--- config.mk ---
export PLATFORM = sky130hd
export DESIGN_NAME = pulse_command_queue_timer_unit
export DESIGN_NICKNAME = d
export VERILOG_FILES = /design/src/hdl/pcqt_pkg.sv /design/src/hdl/pulse_command_queue_timer_unit.sv /design/src/hdl/pcqt_cfg_regs.sv
export SDC_FILE = /design/constraint.sdc
export NUM_CORES = 1
export LEC_CHECK = 0
export BUFFER_PORTS_ARGS = -buffer_cell sky130_fd_sc_hd__buf_2
export CAP_MARGIN = 0
export CORE_MARGIN = 5
export CORE_UTILIZATION = 55
export DETAILED_ROUTE_END_ITERATION = 16
export MAX_ROUTING_LAYER = met4
export PLACE_DENSITY = 0.73
export SYNTH_ARGS = -nofsm -noshare
export SYNTH_HDL_FRONTEND = slang
export SYNTH_SLANG_ARGS = --single-unit
--- constraint.sdc ---
create_clock -name clk_i -period 8.4 [get_ports clk_i]
set_input_delay 0.84 -clock clk_i [delete_from_list [all_inputs] [get_ports clk_i]]
set_output_delay 0.84 -clock clk_i [all_outputs]
set_load 0.01 [all_outputs]
--- src/hdl/pcqt_pkg.sv ---
// ----------------------------------------------------------------------------
// Pulse command queue timer package
// Register map, command codes, fixed field widths and the configuration
// selection bundle shared by the pulse command queue timer modules.
// ----------------------------------------------------------------------------
package pcqt_pkg;

  // Fixed field widths
  localparam int unsigned CFG_IDX_W  = 3;
  localparam int unsigned CFG_DATA_W = 32;
  localparam int unsigned PW_W       = 16;
  localparam int unsigned DEAD_W     = 32;
  localparam int unsigned CODE_W     = 3;
  localparam int unsigned FILL_OUT_W = 5;

  // Operation codes
  localparam logic OP_TICK = 1'b0;
  localparam logic OP_SEND = 1'b1;

  // Register indexes on the configuration port
  typedef enum logic [CFG_IDX_W-1:0] {
    REG_SHOOT_WIDTH     = 3'd0,
    REG_ZOOM_IN_WIDTH   = 3'd1,
    REG_ZOOM_OUT_WIDTH  = 3'd2,
    REG_EXP_MINUS_WIDTH = 3'd3,
    REG_EXP_ZERO_WIDTH  = 3'd4,
    REG_EXP_PLUS_WIDTH  = 3'd5,
    REG_PAUSE_WIDTH     = 3'd6,
    REG_DEAD_TICKS      = 3'd7
  } reg_idx_e;

  // Command codes
  typedef enum logic [CODE_W-1:0] {
    CMD_SHOOT     = 3'd0,
    CMD_ZOOM_IN   = 3'd1,
    CMD_ZOOM_OUT  = 3'd2,
    CMD_EXP_MINUS = 3'd3,
    CMD_EXP_ZERO  = 3'd4,
    CMD_EXP_PLUS  = 3'd5
  } cmd_e;

  // Register reset values
  localparam logic [PW_W-1:0]   RST_SHOOT_WIDTH     = 16'd30;
  localparam logic [PW_W-1:0]   RST_ZOOM_IN_WIDTH   = 16'd60;
  localparam logic [PW_W-1:0]   RST_ZOOM_OUT_WIDTH  = 16'd90;
  localparam logic [PW_W-1:0]   RST_EXP_MINUS_WIDTH = 16'd120;
  localparam logic [PW_W-1:0]   RST_EXP_ZERO_WIDTH  = 16'd150;
  localparam logic [PW_W-1:0]   RST_EXP_PLUS_WIDTH  = 16'd180;
  localparam logic [PW_W-1:0]   RST_PAUSE_WIDTH     = 16'd30;
  localparam logic [DEAD_W-1:0] RST_DEAD_TICKS      = 32'd100;

  // Configuration values selected for the current command
  typedef struct packed {
    logic              code_ok;
    logic [PW_W-1:0]   pulse_width;
    logic [PW_W-1:0]   pause_width;
    logic [DEAD_W-1:0] dead_ticks;
  } cfg_sel_t;

endpackage

--- src/hdl/pulse_command_queue_timer_unit.sv ---
// ----------------------------------------------------------------------------
// Pulse command queue timer
// Turns command items into width-coded pulses on one output line, queued in
// a ring of pulse and pause entries that tick items count down.
// ----------------------------------------------------------------------------
// One item is handled at a time, and each gives exactly one result. A tick
// that only counts down and a refused send stay in the idle state. A tick
// whose count has run out and that pops a ring entry goes through the pop
// state, as the ring memory's read port is registered. An accepted send goes
// to the push state, since the pulse and pause entries go through the ring's
// single write port one after the other. The result register lets the next
// item in while a result is taken in the same cycle. The ring needs no
// clearing after reset: only entries counted in the fill level are ever read.
module pulse_command_queue_timer_unit
  import pcqt_pkg::*;
#(
  parameter int unsigned QUEUE_DEPTH = 16,
  parameter int unsigned WIDTH_BITS  = 16
) (
  input  logic                  clk_i,
  input  logic                  rst_ni,
  // Configuration write channel
  input  logic                  cfg_valid_i,
  output logic                  cfg_ready_o,
  input  logic [CFG_IDX_W-1:0]  cfg_index_i,
  input  logic [CFG_DATA_W-1:0] cfg_data_i,
  // Input item channel
  input  logic                  in_valid_i,
  output logic                  in_stall_o,
  input  logic                  operation_i,
  input  logic [CODE_W-1:0]     command_code_i,
  // Result channel
  output logic                  out_valid_o,
  input  logic                  out_stall_i,
  output logic                  line_level_o,
  output logic                  send_accepted_o,
  output logic                  send_dropped_o,
  output logic [FILL_OUT_W-1:0] queue_fill_o
);

  localparam int unsigned ADDR_W  = $clog2(QUEUE_DEPTH);
  localparam int unsigned FILL_W  = $clog2(QUEUE_DEPTH + 1);
  localparam int unsigned ENTRY_W = WIDTH_BITS + 1;

  localparam logic [ADDR_W-1:0] ADDR_LAST     = ADDR_W'(QUEUE_DEPTH - 1);
  localparam logic [FILL_W-1:0] FILL_PUSH_MAX = FILL_W'(QUEUE_DEPTH - 2);

  // Sequencer states
  localparam logic [1:0] ST_IDLE = 2'd0;
  localparam logic [1:0] ST_POP  = 2'd1;
  localparam logic [1:0] ST_PUSH = 2'd2;

  logic [1:0]            state_q, state_d;
  logic [ADDR_W-1:0]     write_slot_q, write_slot_d;
  logic [ADDR_W-1:0]     read_slot_q, read_slot_d;
  logic [FILL_W-1:0]     fill_q, fill_d;
  logic [WIDTH_BITS-1:0] remaining_q, remaining_d;
  logic                  active_high_q, active_high_d;
  logic                  line_q, line_d;
  logic [DEAD_W-1:0]     since_send_q, since_send_d;
  logic [ENTRY_W-1:0]    pend_q, pend_d;

  logic                  out_valid_q, out_valid_d;
  logic                  out_line_q;
  logic                  out_acc_q;
  logic                  out_drop_q;
  logic [FILL_OUT_W-1:0] out_fill_q;

  logic                  res_load;
  logic                  res_line;
  logic                  res_acc;
  logic                  res_drop;
  logic [FILL_W-1:0]     res_fill;

  logic [ENTRY_W-1:0]    ring_mem [QUEUE_DEPTH];
  logic                  mem_we;
  logic [ENTRY_W-1:0]    mem_wdata;
  logic                  rd_en;
  logic [ENTRY_W-1:0]    rd_data_q;

  logic                  in_fire;
  logic                  send_ok;
  logic [ADDR_W-1:0]     write_slot_inc;
  logic [ADDR_W-1:0]     read_slot_inc;
  cfg_sel_t              cfg_sel;

  pcqt_cfg_regs u_cfg_regs (
    .clk_i          (clk_i),
    .rst_ni         (rst_ni),
    .cfg_valid_i    (cfg_valid_i),
    .cfg_index_i    (cfg_index_i),
    .cfg_data_i     (cfg_data_i),
    .command_code_i (command_code_i),
    .sel_o          (cfg_sel)
  );

  assign cfg_ready_o = 1'b1;

  // Hold off items while a multi-cycle item runs or a result is stuck
  assign in_stall_o = (state_q != ST_IDLE) || (out_valid_q && out_stall_i);
  assign in_fire    = in_valid_i && !in_stall_o;

  // Advance ring pointers with wrap at the queue depth
  assign write_slot_inc = (write_slot_q == ADDR_LAST) ? '0 : write_slot_q + ADDR_W'(1);
  assign read_slot_inc  = (read_slot_q == ADDR_LAST) ? '0 : read_slot_q + ADDR_W'(1);

  // Queue a send only for a known code, after the dead time, with room for two
  assign send_ok = cfg_sel.code_ok && (since_send_q > cfg_sel.dead_ticks) &&
                   (fill_q <= FILL_PUSH_MAX);

  // Sequence ticks, pops and pushes
  always_comb begin
    state_d       = state_q;
    write_slot_d  = write_slot_q;
    read_slot_d   = read_slot_q;
    fill_d        = fill_q;
    remaining_d   = remaining_q;
    active_high_d = active_high_q;
    line_d        = line_q;
    since_send_d  = since_send_q;
    pend_d        = pend_q;
    mem_we        = 1'b0;
    mem_wdata     = pend_q;
    rd_en         = 1'b0;
    res_load      = 1'b0;
    res_line      = line_q;
    res_acc       = 1'b0;
    res_drop      = 1'b0;
    res_fill      = fill_q;

    case (state_q)
      ST_IDLE: begin
        if (in_fire) begin
          if (operation_i == OP_TICK) begin
            if (!(&since_send_q)) begin
              since_send_d = since_send_q + DEAD_W'(1);
            end
            if (remaining_q != '0) begin
              remaining_d = remaining_q - WIDTH_BITS'(1);
              res_load    = 1'b1;
            end else begin
              if (active_high_q) begin
                line_d = 1'b0;
              end
              if (fill_q != '0) begin
                rd_en   = 1'b1;
                state_d = ST_POP;
              end else begin
                res_load = 1'b1;
                res_line = line_d;
              end
            end
          end else begin
            res_load = 1'b1;
            if (send_ok) begin
              mem_we       = 1'b1;
              mem_wdata    = {1'b1, WIDTH_BITS'(cfg_sel.pulse_width)};
              pend_d       = {1'b0, WIDTH_BITS'(cfg_sel.pause_width)};
              write_slot_d = write_slot_inc;
              fill_d       = fill_q + FILL_W'(2);
              since_send_d = '0;
              state_d      = ST_PUSH;
              res_acc      = 1'b1;
              res_fill     = fill_d;
            end else begin
              res_drop = 1'b1;
            end
          end
        end
      end
      ST_POP: begin
        remaining_d   = rd_data_q[WIDTH_BITS-1:0];
        active_high_d = rd_data_q[WIDTH_BITS];
        if (rd_data_q[WIDTH_BITS]) begin
          line_d = 1'b1;
        end
        read_slot_d = read_slot_inc;
        fill_d      = fill_q - FILL_W'(1);
        res_load    = 1'b1;
        res_line    = line_d;
        res_fill    = fill_d;
        state_d     = ST_IDLE;
      end
      ST_PUSH: begin
        mem_we       = 1'b1;
        mem_wdata    = pend_q;
        write_slot_d = write_slot_inc;
        state_d      = ST_IDLE;
      end
      default: begin
        state_d = ST_IDLE;
      end
    endcase
  end

  // Keep a result until it is taken
  assign out_valid_d = res_load || (out_valid_q && out_stall_i);

  // Control and queue state
  always_ff @(posedge clk_i or negedge rst_ni) begin
    if (!rst_ni) begin
      state_q       <= ST_IDLE;
      write_slot_q  <= '0;
      read_slot_q   <= '0;
      fill_q        <= '0;
      remaining_q   <= '0;
      active_high_q <= 1'b1;
      line_q        <= 1'b0;
      since_send_q  <= '0;
      out_valid_q   <= 1'b0;
    end else begin
      state_q       <= state_d;
      write_slot_q  <= write_slot_d;
      read_slot_q   <= read_slot_d;
      fill_q        <= fill_d;
      remaining_q   <= remaining_d;
      active_high_q <= active_high_d;
      line_q        <= line_d;
      since_send_q  <= since_send_d;
      out_valid_q   <= out_valid_d;
    end
  end

  // Pending pause entry and result payload
  always_ff @(posedge clk_i) begin
    pend_q <= pend_d;
    if (res_load) begin
      out_line_q <= res_line;
      out_acc_q  <= res_acc;
      out_drop_q <= res_drop;
      out_fill_q <= FILL_OUT_W'(res_fill);
    end
  end

  // Ring memory: one write port, one registered read port
  always_ff @(posedge clk_i) begin
    if (mem_we) begin
      ring_mem[write_slot_q] <= mem_wdata;
    end
    if (rd_en) begin
      rd_data_q <= ring_mem[read_slot_q];
    end
  end

  assign out_valid_o     = out_valid_q;
  assign line_level_o    = out_line_q;
  assign send_accepted_o = out_acc_q;
  assign send_dropped_o  = out_drop_q;
  assign queue_fill_o    = out_fill_q;

endmodule

--- src/hdl/pcqt_cfg_regs.sv ---
// ----------------------------------------------------------------------------
// Pulse command queue timer configuration registers
// Holds the pulse widths, pause width and dead time, and selects the pulse
// width that belongs to the incoming command code.
// ----------------------------------------------------------------------------
module pcqt_cfg_regs
  import pcqt_pkg::*;
(
  input  logic                  clk_i,
  input  logic                  rst_ni,
  input  logic                  cfg_valid_i,
  input  logic [CFG_IDX_W-1:0]  cfg_index_i,
  input  logic [CFG_DATA_W-1:0] cfg_data_i,
  input  logic [CODE_W-1:0]     command_code_i,
  output cfg_sel_t              sel_o
);

  logic [PW_W-1:0]   shoot_width_q;
  logic [PW_W-1:0]   zoom_in_width_q;
  logic [PW_W-1:0]   zoom_out_width_q;
  logic [PW_W-1:0]   exp_minus_width_q;
  logic [PW_W-1:0]   exp_zero_width_q;
  logic [PW_W-1:0]   exp_plus_width_q;
  logic [PW_W-1:0]   pause_width_q;
  logic [DEAD_W-1:0] dead_ticks_q;

  // Take a register write on each configuration transfer
  always_ff @(posedge clk_i or negedge rst_ni) begin
    if (!rst_ni) begin
      shoot_width_q     <= RST_SHOOT_WIDTH;
      zoom_in_width_q   <= RST_ZOOM_IN_WIDTH;
      zoom_out_width_q  <= RST_ZOOM_OUT_WIDTH;
      exp_minus_width_q <= RST_EXP_MINUS_WIDTH;
      exp_zero_width_q  <= RST_EXP_ZERO_WIDTH;
      exp_plus_width_q  <= RST_EXP_PLUS_WIDTH;
      pause_width_q     <= RST_PAUSE_WIDTH;
      dead_ticks_q      <= RST_DEAD_TICKS;
    end else if (cfg_valid_i) begin
      case (reg_idx_e'(cfg_index_i))
        REG_SHOOT_WIDTH:     shoot_width_q     <= cfg_data_i[PW_W-1:0];
        REG_ZOOM_IN_WIDTH:   zoom_in_width_q   <= cfg_data_i[PW_W-1:0];
        REG_ZOOM_OUT_WIDTH:  zoom_out_width_q  <= cfg_data_i[PW_W-1:0];
        REG_EXP_MINUS_WIDTH: exp_minus_width_q <= cfg_data_i[PW_W-1:0];
        REG_EXP_ZERO_WIDTH:  exp_zero_width_q  <= cfg_data_i[PW_W-1:0];
        REG_EXP_PLUS_WIDTH:  exp_plus_width_q  <= cfg_data_i[PW_W-1:0];
        REG_PAUSE_WIDTH:     pause_width_q     <= cfg_data_i[PW_W-1:0];
        REG_DEAD_TICKS:      dead_ticks_q      <= cfg_data_i[DEAD_W-1:0];
        default: ;
      endcase
    end
  end

  // Select the pulse width for the command; unknown codes are flagged
  always_comb begin
    sel_o.code_ok     = 1'b1;
    sel_o.pulse_width = shoot_width_q;
    sel_o.pause_width = pause_width_q;
    sel_o.dead_ticks  = dead_ticks_q;
    case (cmd_e'(command_code_i))
      CMD_SHOOT:     sel_o.pulse_width = shoot_width_q;
      CMD_ZOOM_IN:   sel_o.pulse_width = zoom_in_width_q;
      CMD_ZOOM_OUT:  sel_o.pulse_width = zoom_out_width_q;
      CMD_EXP_MINUS: sel_o.pulse_width = exp_minus_width_q;
      CMD_EXP_ZERO:  sel_o.pulse_width = exp_zero_width_q;
      CMD_EXP_PLUS:  sel_o.pulse_width = exp_plus_width_q;
      default: begin
        sel_o.code_ok     = 1'b0;
        sel_o.pulse_width = '0;
      end
    endcase
  end

endmodule

==> results.json, run 1 <==
{
  "skew_ns": 0.02291,
  "fp.dieW_um": 212.0,
  "synth.largest_area_cell": "edfxtp_1",
  "hp-class": "in -> async",
  "clk_latency_ns": 0.59,
  "antenna_found_initial": 1,
  "tightest_slew_ns": 1.174,
  "vias": 12658,
  "synth_nets": 1500,
  "ys_ff_latch": 523,
  "r2r-end": "ring_mem[15][10]$_DFFE_PP_",
  "setup_viol": 0,
  "start_util_pct": 55.22,
  "yosysWarnings": 0,
  "r2r_start": "since_send_q[27]$_DFFE_PN0P_",
  "required_ns": 8.61,
  "ant_nets": 0,
  "synthTopCellsByArea": "edfxtp_1 42%, dfrtp_1 20%, mux4_2 9.1%",
  "syn2layout_area_growth_pct": 11.93,
  "synth_area_um2": 22450,
  "synth.distinct_cells": 75,
  "peakVddDrop_mv": 0.1380,
  "clockRootBuffer": "clkbuf_16",
  "place.gp.congestion": 0.8417,
  "grt_pass1_vias": 13175,
  "via_per_inst": 6.139,
  "setup_slack_ns": 3.871,
  "rsz0062_at_grt": "false",
  "cp_cell_sequence": "ha_1, nand4_1, nor4_1, and3b_1, o41ai_1, a21o_1, inv_2, buf_4, nor2_1, a21oi_1",
  "worst-path-buf-inv": 2,
  "outcome": "finished clean",
  "die_h_um": 212.0,
  "synth_top_area_share_pct": 41.87,
  "grt_pass1_wl_mm": 79.22,
  "worst-path-max-fanout": 63,
  "dp_hpwl_mm": 31.84,
  "cts_setup_buffers": 0,
  "die_area_um2": 44950,
  "powerDensity_nw_per_um2": 231.9,
  "ys.flop_type": "edfxtp_1",
  "synth_commonest_cells": "313 x edfxtp_1, 178 x dfrtp_1, 160 x mux2_2, 91 x mux4_2, 79 x nor2_1",
  "place.port_buffers": 53,
  "final_max_slew_viol_count": 0,
  "syn_avg_cell_area_um2": 15.91,
  "critPathSlowestCell": "a21oi_1",
  "numClockSinks": 523,
  "leakage_nw": 9.216,
  "rr_worst_depth": 10,
  "cts.clk_slew.worst_paths_ns": 0.06,
  "netlist_instances": 1411,
  "seq_area_frac_synth_pct": 65.46,
  "drc": 0,
  "cts-htree-levels": 2,
  "cp_top_family": "compound AO/OA/AOI/OAI gates",
  "fin_area_um2": 25120,
  "timing.fmax_ghz": 0.2208,
  "hold_viol": 0,
  "slew_headroom_pct": 21.77,
  "worstPathArrival_ns": 4.74,
  "cts_hold_buffers": 0,
  "grt-ovfl-total": 0,
  "max_cap_viol_count": 0,
  "cts_tree": "done",
  "totalWireLength_mm": 50.96,
  "slowest_delay_ns": 0.92,
  "place_area_um2": 23440,
  "coreArea_um2": 40650,
  "finalHoldWorstSlack_ns": 0.2405,
  "clock_path_buffers": 3,
  "fin_tns_setup_ns": 0,
  "crit_path_start_kind": "flip-flop",
  "drt-pass1-iter-count": 5,
  "regToRegSetupSlack_ns": 3.87,
  "nFillCells": 2874,
  "end_kind": "flip-flop",
  "grt_max_degree": 73,
  "ctsResizeCount": 0,
  "cts_buffers": 52,
  "layout-drive-gt1-share_pct": 32.11,
  "fin_crit_sh_pct": 53.91,
  "drtIter0Drc": 1094,
  "place_ws_ns": 3.745,
  "synth_edf_count": 313,
  "post_drt_wl_per_cell_um": 24.71,
  "power_w": 0.005826,
  "yosysMostFrequentCell": "edfxtp_1",
  "crit_type": "reg -> reg",
  "multi_input_area_um2": 7345,
  "async_reset_ff_share_pct": 40.15,
  "seqCellArea_um2": 14700,
  "nets": 1575,
  "min_period_ns": 4.529,
  "grt_use_total_pct": 23.86,
  "io_pins": 55,
  "rows": 74
}
worst reg2reg max path, cell delays in order (launching register included):
cell	delay, ns
dfrtp_1	0.41
ha_1	0.33
nand4_1	0.19
nor4_1	0.52
and3b_1	0.25
o41ai_1	0.10
a21o_1	0.46
inv_2	0.25
buf_4	0.62
nor2_1	0.11
a21oi_1	0.92
power breakdown:
group	internal (W)	switching [W]	total, W	leakage, nW
Combinational	0.000259	0.000241	0.000500	3.07
Clock	0.00133	0.000964	0.00229	0.826
Sequential	0.00292	0.000118	0.00304	5.32
flip-flops by register name, indices dropped and copies added (netlist names), 5 cells and up:
signal,flops
fill_q,5
pend_q,16
queue_fill_o,5
rd_data_q,17
remaining_q,16
ring_mem,272
since_send_q,32
u_cfg_regs.dead_ticks_q,32
u_cfg_regs.exp_minus_width_q,16
u_cfg_regs.exp_plus_width_q,16
u_cfg_regs.exp_zero_width_q,16
u_cfg_regs.pause_width_q,16
u_cfg_regs.shoot_width_q,16
u_cfg_regs.zoom_in_width_q,16
u_cfg_regs.zoom_out_width_q,16
placed cells by master (no fill, tap or decap), types with 45 or more instances in the layout:
cell type  netlist  routed
edfxtp_1       313     313
mux4_2          91      91
buf_2           15      52
nor2_1          79      70
mux2_2         160     160
ha_1            45      45
inv_1           54      54
a21oi_1         59      59
clkbuf_16        0      52
dfrtp_1        178     176
nand2_1         56      56
per-stage QoR:
step / utilization, % / std cells
2_1_floorplan: - / 1411
4_1_cts: 61.81 / 2061
5_1_grt: 61.81 / 2062
3_3_place_gp: 57.67 / 1964
6_report: 61.81 / 2062
3_5_place_dp: 57.67 / 1964
cell families after synthesis:
logic type               Yosys count  synth area share (%)
other                              1               0.01671
AO/OA/AOI/OAI                    165                 4.766
adder cells (fa/ha/maj)           45                 2.508
flip-flops                       523                 65.46
multiplexers                     264                 17.74
buffers and inverters            121                 2.207
AND/OR/NAND/NOR                  259                 6.015
XOR/XNOR                          33                 1.288
worst max path at each step:
stage               cells past startpoint                          to                    startpoint  slack [ns]
global placement                       10  ring_mem[14][10]$_DFFE_PP_             command_code_i[2]        3.95
CTS                                    10  ring_mem[13][10]$_DFFE_PP_  since_send_q[27]$_DFFE_PN0P_        3.89
finish                                 10  ring_mem[15][10]$_DFFE_PP_  since_send_q[27]$_DFFE_PN0P_        3.87
global route                           10   ring_mem[1][10]$_DFFE_PP_  since_send_q[31]$_DFFE_PN0P_        3.54
floorplan                               9    ring_mem[0][0]$_DFFE_PP_             command_code_i[2]        4.22
detailed placement                     10  ring_mem[14][10]$_DFFE_PP_             command_code_i[2]        3.74
per-layer routing:
layer  GRT usage, %  vias up  wire length (um)
li1               -     5569                 -
met1          32.55     6541             21260
met2          38.06      455             24930
met3          3.792       93              3396
met4          6.753        0              1374
met5              -        -                 0
layout make-up:
type / instances / area share (%)
Inverter: 56 / 0.8367
Clock inverter: 23 / 0.9014
Multi-Input combinational cell: 767 / 29.23
Timing Repair Buffer: 86 / 2.077
Clock buffer: 74 / 5.787
Antenna cell: 1 / 0.009960
Sequential cell: 523 / 58.51
Tap cell: 532 / 2.649
(Power assumes the default switching activity.)
==> inputs of run 2 (changes only) <==
Settings changed: ABC_AREA set to 1, PLACE_DENSITY 0.73 to 0.75.
Clock period 8.4 ns to 3.9 ns, I/O delays scaled along.
==> results.json, run 2 <==
{
  "r2r-end": "ring_mem[9][2]$_DFFE_PP_",
  "antenna_cells": 0,
  "final_max_slew_viol_count": 0,
  "peakVddDrop_mv": 0.5273,
  "drc": 0,
  "io_pins": 55,
  "setup_viol": 0,
  "cp_cell_sequence": "ha_1, nand2_1, nor2_1, nand4_1, nor2_1, nand2_1, nand2_1, nand3_2, buf_4, inv_2, nand2_1, nand2_1",
  "ys_ff_latch": 523,
  "dp_hpwl_mm": 34.59,
  "fp.dieW_um": 214.4,
  "fin_crit_sh_pct": 83.23,
  "critPathSlowestCell": "dfrtp_1",
  "grt-ovfl-total": 0,
  "setup_slack_ns": 0.6541,
  "cts_buffers": 52,
  "required_ns": 4.23,
  "cts_setup_buffers": 0,
  "fin_area_um2": 25880,
  "layout_common_cells": "473 x nand2_1, 313 x edfxtp_1, 264 x o21ai_0, 234 x nor2_1, 176 x dfrtp_1",
  "clk_latency_ns": 0.61,
  "min_period_ns": 3.246,
  "rr_worst_depth": 12,
  "hp-class": "in -> reg",
  "fin_tns_setup_ns": 0,
  "end_kind": "flip-flop",
  "crit_type": "reg -> reg",
  "grt_pass1_wl_mm": 88.26,
  "synth_commonest_cells": "473 x nand2_1, 313 x edfxtp_1, 264 x o21ai_0, 249 x nor2_1, 178 x dfrtp_1",
  "place_area_um2": 23950,
  "skew_ns": 0.02144,
  "slowest_delay_ns": 0.45,
  "numClockSinks": 523,
  "power_w": 0.01259,
  "worstPathArrival_ns": 3.58,
  "leakage_nw": 10.07,
  "die_area_um2": 45960,
  "grt_use_total_pct": 24.65,
  "antenna_found_initial": 0,
  "hold-path-endpoint": "u_cfg_regs.dead_ticks_q[13]$_DFFE_PN0P_",
  "yosysWarnings": 0,
  "yosysMostFrequentCell": "nand2_1",
  "ant_nets": 0,
  "synth_top_area_share_pct": 40.91,
  "async_reset_ff_share_pct": 40.15,
  "min_path_cells": 3,
  "cp_top_family": "simple AND/OR/NAND/NOR gates",
  "synth_edf_count": 313,
  "layout_commonest_cell": "nand2_1",
  "netlist_instances": 2165,
  "die_h_um": 214.4,
  "multi_input_area_um2": 7433,
  "cts_tree": "done",
  "layout-drive-gt1-share_pct": 12.44,
  "grt_max_degree": 139,
  "dp_cells": 2692,
  "start_util_pct": 55.88,
  "coreArea_um2": 41110,
  "via_per_inst": 5.903,
  "outcome": "finished clean",
  "place_ws_ns": 0.7345,
  "rsz0062_at_grt": "false",
  "synth.largest_area_cell": "edfxtp_1",
  "max_cap_viol_count": 0,
  "timing.fmax_ghz": 0.3081,
  "totalWireLength_mm": 55.57,
  "seqCellArea_um2": 14700,
  "synth.distinct_cells": 50,
  "worstHoldStart": "cfg_data_i[13]",
  "ys.flop_type": "edfxtp_1",
  "seq_area_frac_synth_pct": 63.96,
  "crit_path_start_kind": "flip-flop",
  "clockRootBuffer": "clkbuf_16",
  "post_drt_wl_per_cell_um": 19.80,
  "place.gp.congestion": 0.9376,
  "cts.clk_slew.worst_paths_ns": 0.06,
  "regMostFlops": "ring_mem",
  "reg.largest.list": "ring_mem: 272 flops, since_send_q: 32 flops, u_cfg_regs.dead_ticks_q: 32 flops",
  "syn_avg_cell_area_um2": 10.61,
  "tightest_slew_ns": 1.131,
  "synth_nets": 2254,
  "cts-htree-levels": 2,
  "rows": 74,
  "nets": 2321,
  "regToRegSetupSlack_ns": 0.65,
  "drtIter0Drc": 1802,
  "syn2layout_area_growth_pct": 12.64,
  "place.port_buffers": 53,
  "vias": 16570,
  "worst-path-max-fanout": 32,
  "worst-path-buf-inv": 2,
  "synthTopCellsByArea": "edfxtp_1 41%, dfrtp_1 19%, nand2_1 7.7%",
  "fin_cells": 2807,
  "powerDensity_nw_per_um2": 486.5,
  "ctsResizeCount": 0,
  "largest_reg_flops": 272,
  "hold_viol": 0,
  "r2r_start": "since_send_q[23]$_DFFE_PN0P_",
  "clock_path_buffers": 3,
  "slew_headroom_pct": 24.40,
  "nFillCells": 3198,
  "cts_hold_buffers": 18,
  "grt_pass1_vias": 15939,
  "crit_top_cell": "nand2_1",
  "drt-pass1-iter-count": 6,
  "synth_area_um2": 22970
}
[run 2: cell types whose count changed after synthesis, sizes merged, moves of 27 or more]
cell,previous run,this run
a21oi,61,27
clkbuf,42,81
inv,55,122
mux2,160,0
mux4,91,0
nand2,57,480
nand3,27,85
nor2,80,253
o21ai,30,277
o221ai,0,27
o32ai,0,41
[run 2: per-layer routing]
layer | part of all wire, % | vias up | global-route usage, %
li1 | - | 7645 | -
met3 | 8.0 | 122 | 3.868
met1 | 42 | 8048 | 34.06
met5 | 0 | - | -
met4 | 3.6 | 0 | 8.482
met2 | 47 | 755 | 37.86
[run 2: per-stage QoR]
stage	hold WS, ns	util, %
after floorplan	0.09441	-
after detailed placement	0.4357	58.25
after global placement	0.4332	58.25
after global routing	0.03747	62.95
final	0.02562	62.95
after CTS	0.004787	62.95
[run 2: how the worst max path moves through the flow]
stage,depth (start not counted),startpoint,slack (ns),endpoint
after floorplan,13,u_cfg_regs.dead_ticks_q[6]$_DFFE_PN1P_,0.91,ring_mem[15][0]$_DFFE_PP_
after global placement,15,u_cfg_regs.dead_ticks_q[6]$_DFFE_PN1P_,0.83,ring_mem[13][9]$_DFFE_PP_
after detailed placement,12,since_send_q[23]$_DFFE_PN0P_,0.73,ring_mem[10][13]$_DFFE_PP_
after CTS,12,since_send_q[23]$_DFFE_PN0P_,0.70,ring_mem[9][2]$_DFFE_PP_
after global routing,12,since_send_q[23]$_DFFE_PN0P_,0.41,ring_mem[13][1]$_DFFE_PP_
final,12,since_send_q[23]$_DFFE_PN0P_,0.65,ring_mem[9][2]$_DFFE_PP_
[run 2: worst reg2reg max path, stage by stage, from the launching register on]
cell and delay (ns):
dfrtp_1 0.45, ha_1 0.33, nand2_1 0.07, nor2_1 0.18, nand4_1 0.11, nor2_1 0.18
nand2_1 0.07, nand2_1 0.22, nand3_2 0.13, buf_4 0.24, inv_2 0.43, nand2_1 0.13
nand2_1 0.41
[run 2: layout make-up]
| class | instances | share of cell area, % |
|---|---|---|
| flip-flops and latches | 523 | 56.81 |
| multi-input cells | 1416 | 28.73 |
| clock buffers | 74 | 5.546 |
| repair buffers | 115 | 3.322 |
| well taps | 532 | 2.572 |
| inverters | 124 | 1.804 |
| clock inverters | 23 | 1.218 |
[run 2: kinds of logic after synthesis]
family	count (synthesis)	share of synthesized area, %
other	1	0.01632
buffers and inverters	226	3.910
DFF	523	63.96
and+or+nand+nor	885	16.03
adders and majority gates	45	2.451
muxes	27	1.176
AOI/OAI and AO/OA	423	11.12
xor gates and xnor gates	35	1.334
[run 2: power breakdown]
| group | switching [W] | internal [W] |
|---|---|---|
| registers | 0.000228 | 0.00624 |
| clock network | 0.00209 | 0.00304 |
| logic | 0.000638 | 0.000357 |
==> inputs of run 3 (changes only) <==
Clock period 3.9 ns to 2.7 ns, I/O delays scaled along.
==> results.json, run 3 (synthesized netlist as in run 2, its figures left out) <==
{
  "max_cap_viol_count": 0,
  "layout-drive-gt1-share_pct": 16.13,
  "cts_buffers": 52,
  "critPathSlowestCell": "dfstp_2",
  "via_per_inst": 5.856,
  "vias": 16835,
  "drc": 0,
  "fin_cells": 2875,
  "clock_path_buffers": 3,
  "crit_top_cell": "nand2_1",
  "final_util_pct": 65.46,
  "nets": 2388,
  "die_area_um2": 45960,
  "ant_nets": 0,
  "regMostFlops": "ring_mem",
  "hold_viol": 0,
  "slowest_delay_ns": 0.51,
  "worst-path-max-fanout": 8,
  "required_ns": 3.02,
  "tightest_slew_ns": 1.222,
  "io_pins": 55,
  "fin_crit_sh_pct": 97.52,
  "clk_latency_ns": 0.61,
  "cts_tree": "done",
  "largest_reg_flops": 272,
  "layout_common_cells": "453 x nand2_1, 313 x edfxtp_1, 264 x o21ai_0, 230 x nor2_1, 176 x dfrtp_1",
  "start_util_pct": 55.88,
  "hp-class": "in -> reg",
  "cp_top_family": "simple AND/OR/NAND/NOR gates",
  "finalHoldWorstSlack_ns": 0.09136,
  "fp.dieW_um": 214.4,
  "regToRegSetupSlack_ns": 0.07,
  "rsz0062_at_grt": "true",
  "leakage_nw": 10.50,
  "timing.fmax_ghz": 0.3798,
  "dp_cells": 2735,
  "outcome": "finished clean",
  "place.gp.congestion": 0.9035,
  "rows": 74,
  "post_drt_wl_per_cell_um": 20.13,
  "syn2layout_area_growth_pct": 17.13,
  "totalWireLength_mm": 57.86,
  "drt-pass1-iter-count": 6,
  "grt_use_total_pct": 25.35,
  "dp_hpwl_mm": 35.31,
  "worstPathArrival_ns": 2.95,
  "worst-path-buf-inv": 2,
  "slew_headroom_pct": 18.20,
  "peakVddDrop_mv": 0.5567,
  "crit_type": "reg -> reg",
  "reg.largest.list": "ring_mem: 272 flops, since_send_q: 32 flops, u_cfg_regs.dead_ticks_q: 32 flops",
  "drtIter0Drc": 1837,
  "layout_commonest_cell": "nand2_1",
  "skew_ns": 0.01993,
  "antenna_found_initial": 0,
  "die_h_um": 214.4,
  "grt_pass1_wl_mm": 90.69,
  "grt_pass1_vias": 16471,
  "end_kind": "flip-flop",
  "crit_path_start_kind": "flip-flop",
  "coreArea_um2": 41110,
  "grt-ovfl-total": 0,
  "grt_max_degree": 83,
  "antenna_cells": 0,
  "cp_cell_sequence": "inv_1, ha_4, nand2_1, a21oi_2, nor2_1, nand2_1, nand2_1, nand2_1, nand2_1, nand2_2, nand3_4, nand2_4, nand2_4, nor2_4, clkbuf_16",
  "final_max_slew_viol_count": 0,
  "clockRootBuffer": "clkbuf_16",
  "cts.clk_slew.worst_paths_ns": 0.06,
  "setup_viol": 0,
  "numClockSinks": 523,
  "place.port_buffers": 53,
  "cts-htree-levels": 2,
  "powerDensity_nw_per_um2": 680.3,
  "min_period_ns": 2.633
}
[run 3: cell count changes in the layout (fill, tap and decap cells not counted), sizes merged]
cell,before,now
dlygate4sd3,18,34
buf,96,144
clkbuf,75,85
bufinv,7,4
clkinv,16,13
[run 3: metrics by stage]
step           worst slack, ns  instance area [um2]  setup TNS (ns)  power (W)
6_report               0.06697                26910               0    0.01831
5_1_grt               -0.04212                26910          -1.282    0.01902
4_1_cts                0.04607                26610               0    0.01832
3_5_place_dp          -0.08266                24490          -8.288    0.01093
3_3_place_gp           0.03708                24490               0    0.01083
2_1_floorplan          -0.2555                23000          -25.76    0.01039
[run 3: final timing paths]
check,depth (start not counted),endpoint,startpoint
worst max-delay path,15,ring_mem[14][2]$_DFFE_PP_,u_cfg_regs.dead_ticks_q[5]$_DFFE_PN1P_
worst min-delay path,3,u_cfg_regs.dead_ticks_q[0]$_DFFE_PN0P_,cfg_data_i[0]
worst max register to register,15,ring_mem[14][2]$_DFFE_PP_,u_cfg_regs.dead_ticks_q[5]$_DFFE_PN1P_
worst min register to register,0,pend_q[5]$_DFFE_PP_,u_cfg_regs.pause_width_q[5]$_DFFE_PN0P_
max in group asynchronous,3,u_cfg_regs.zoom_out_width_q[6]$_DFFE_PN1P_,rst_ni
min in group asynchronous,2,u_cfg_regs.dead_ticks_q[31]$_DFFE_PN0P_,rst_ni
[run 3: final cells by class]
class	instances	area, um2
Inverter	124	469.2
Multi-Input combinational cell	1416	7627
Sequential cell	523	14700
Clock inverter	17	220.2
Tap cell	532	665.6
Timing Repair Buffer	182	1684
Clock buffer	81	1541
Fill cell	3069	14200
[run 3: worst min-delay path, cell delays in order]
cell     delay [ns]
buf_2          0.11
inv_1          0.12
a21oi_1        0.15
[run 3: power by group]
group | leakage, nW | internal (W) | switching, W
clock | 0.871 | 0.00433 | 0.00306
sequential | 5.42 | 0.00901 | 0.000336
combinational | 4.21 | 0.000592 | 0.000980
[run 3: routing by layer]
metal / track usage (%) / up-vias / share of wire (%)
met5: - / - / 0
met4: 7.988 / 0 / 2.9
met3: 3.883 / 122 / 7.8
met2: 40.49 / 733 / 48
met1: 34.02 / 8198 / 41
li1: - / 7782 / -
[run 3: repair_timing]
| item | 4_1_cts | 5_1_grt |
|---|---|---|
| hold buffers | 34 | 0 |
| pin swaps | 0 | 15 |
| resized for setup | 4 | 42 |
| setup endpoints to repair | 363 | 495 |
| buffers inserted | 0 | 5 |
| hold endpoints to repair | 71 | 0 |
| gates cloned | 0 | 3 |
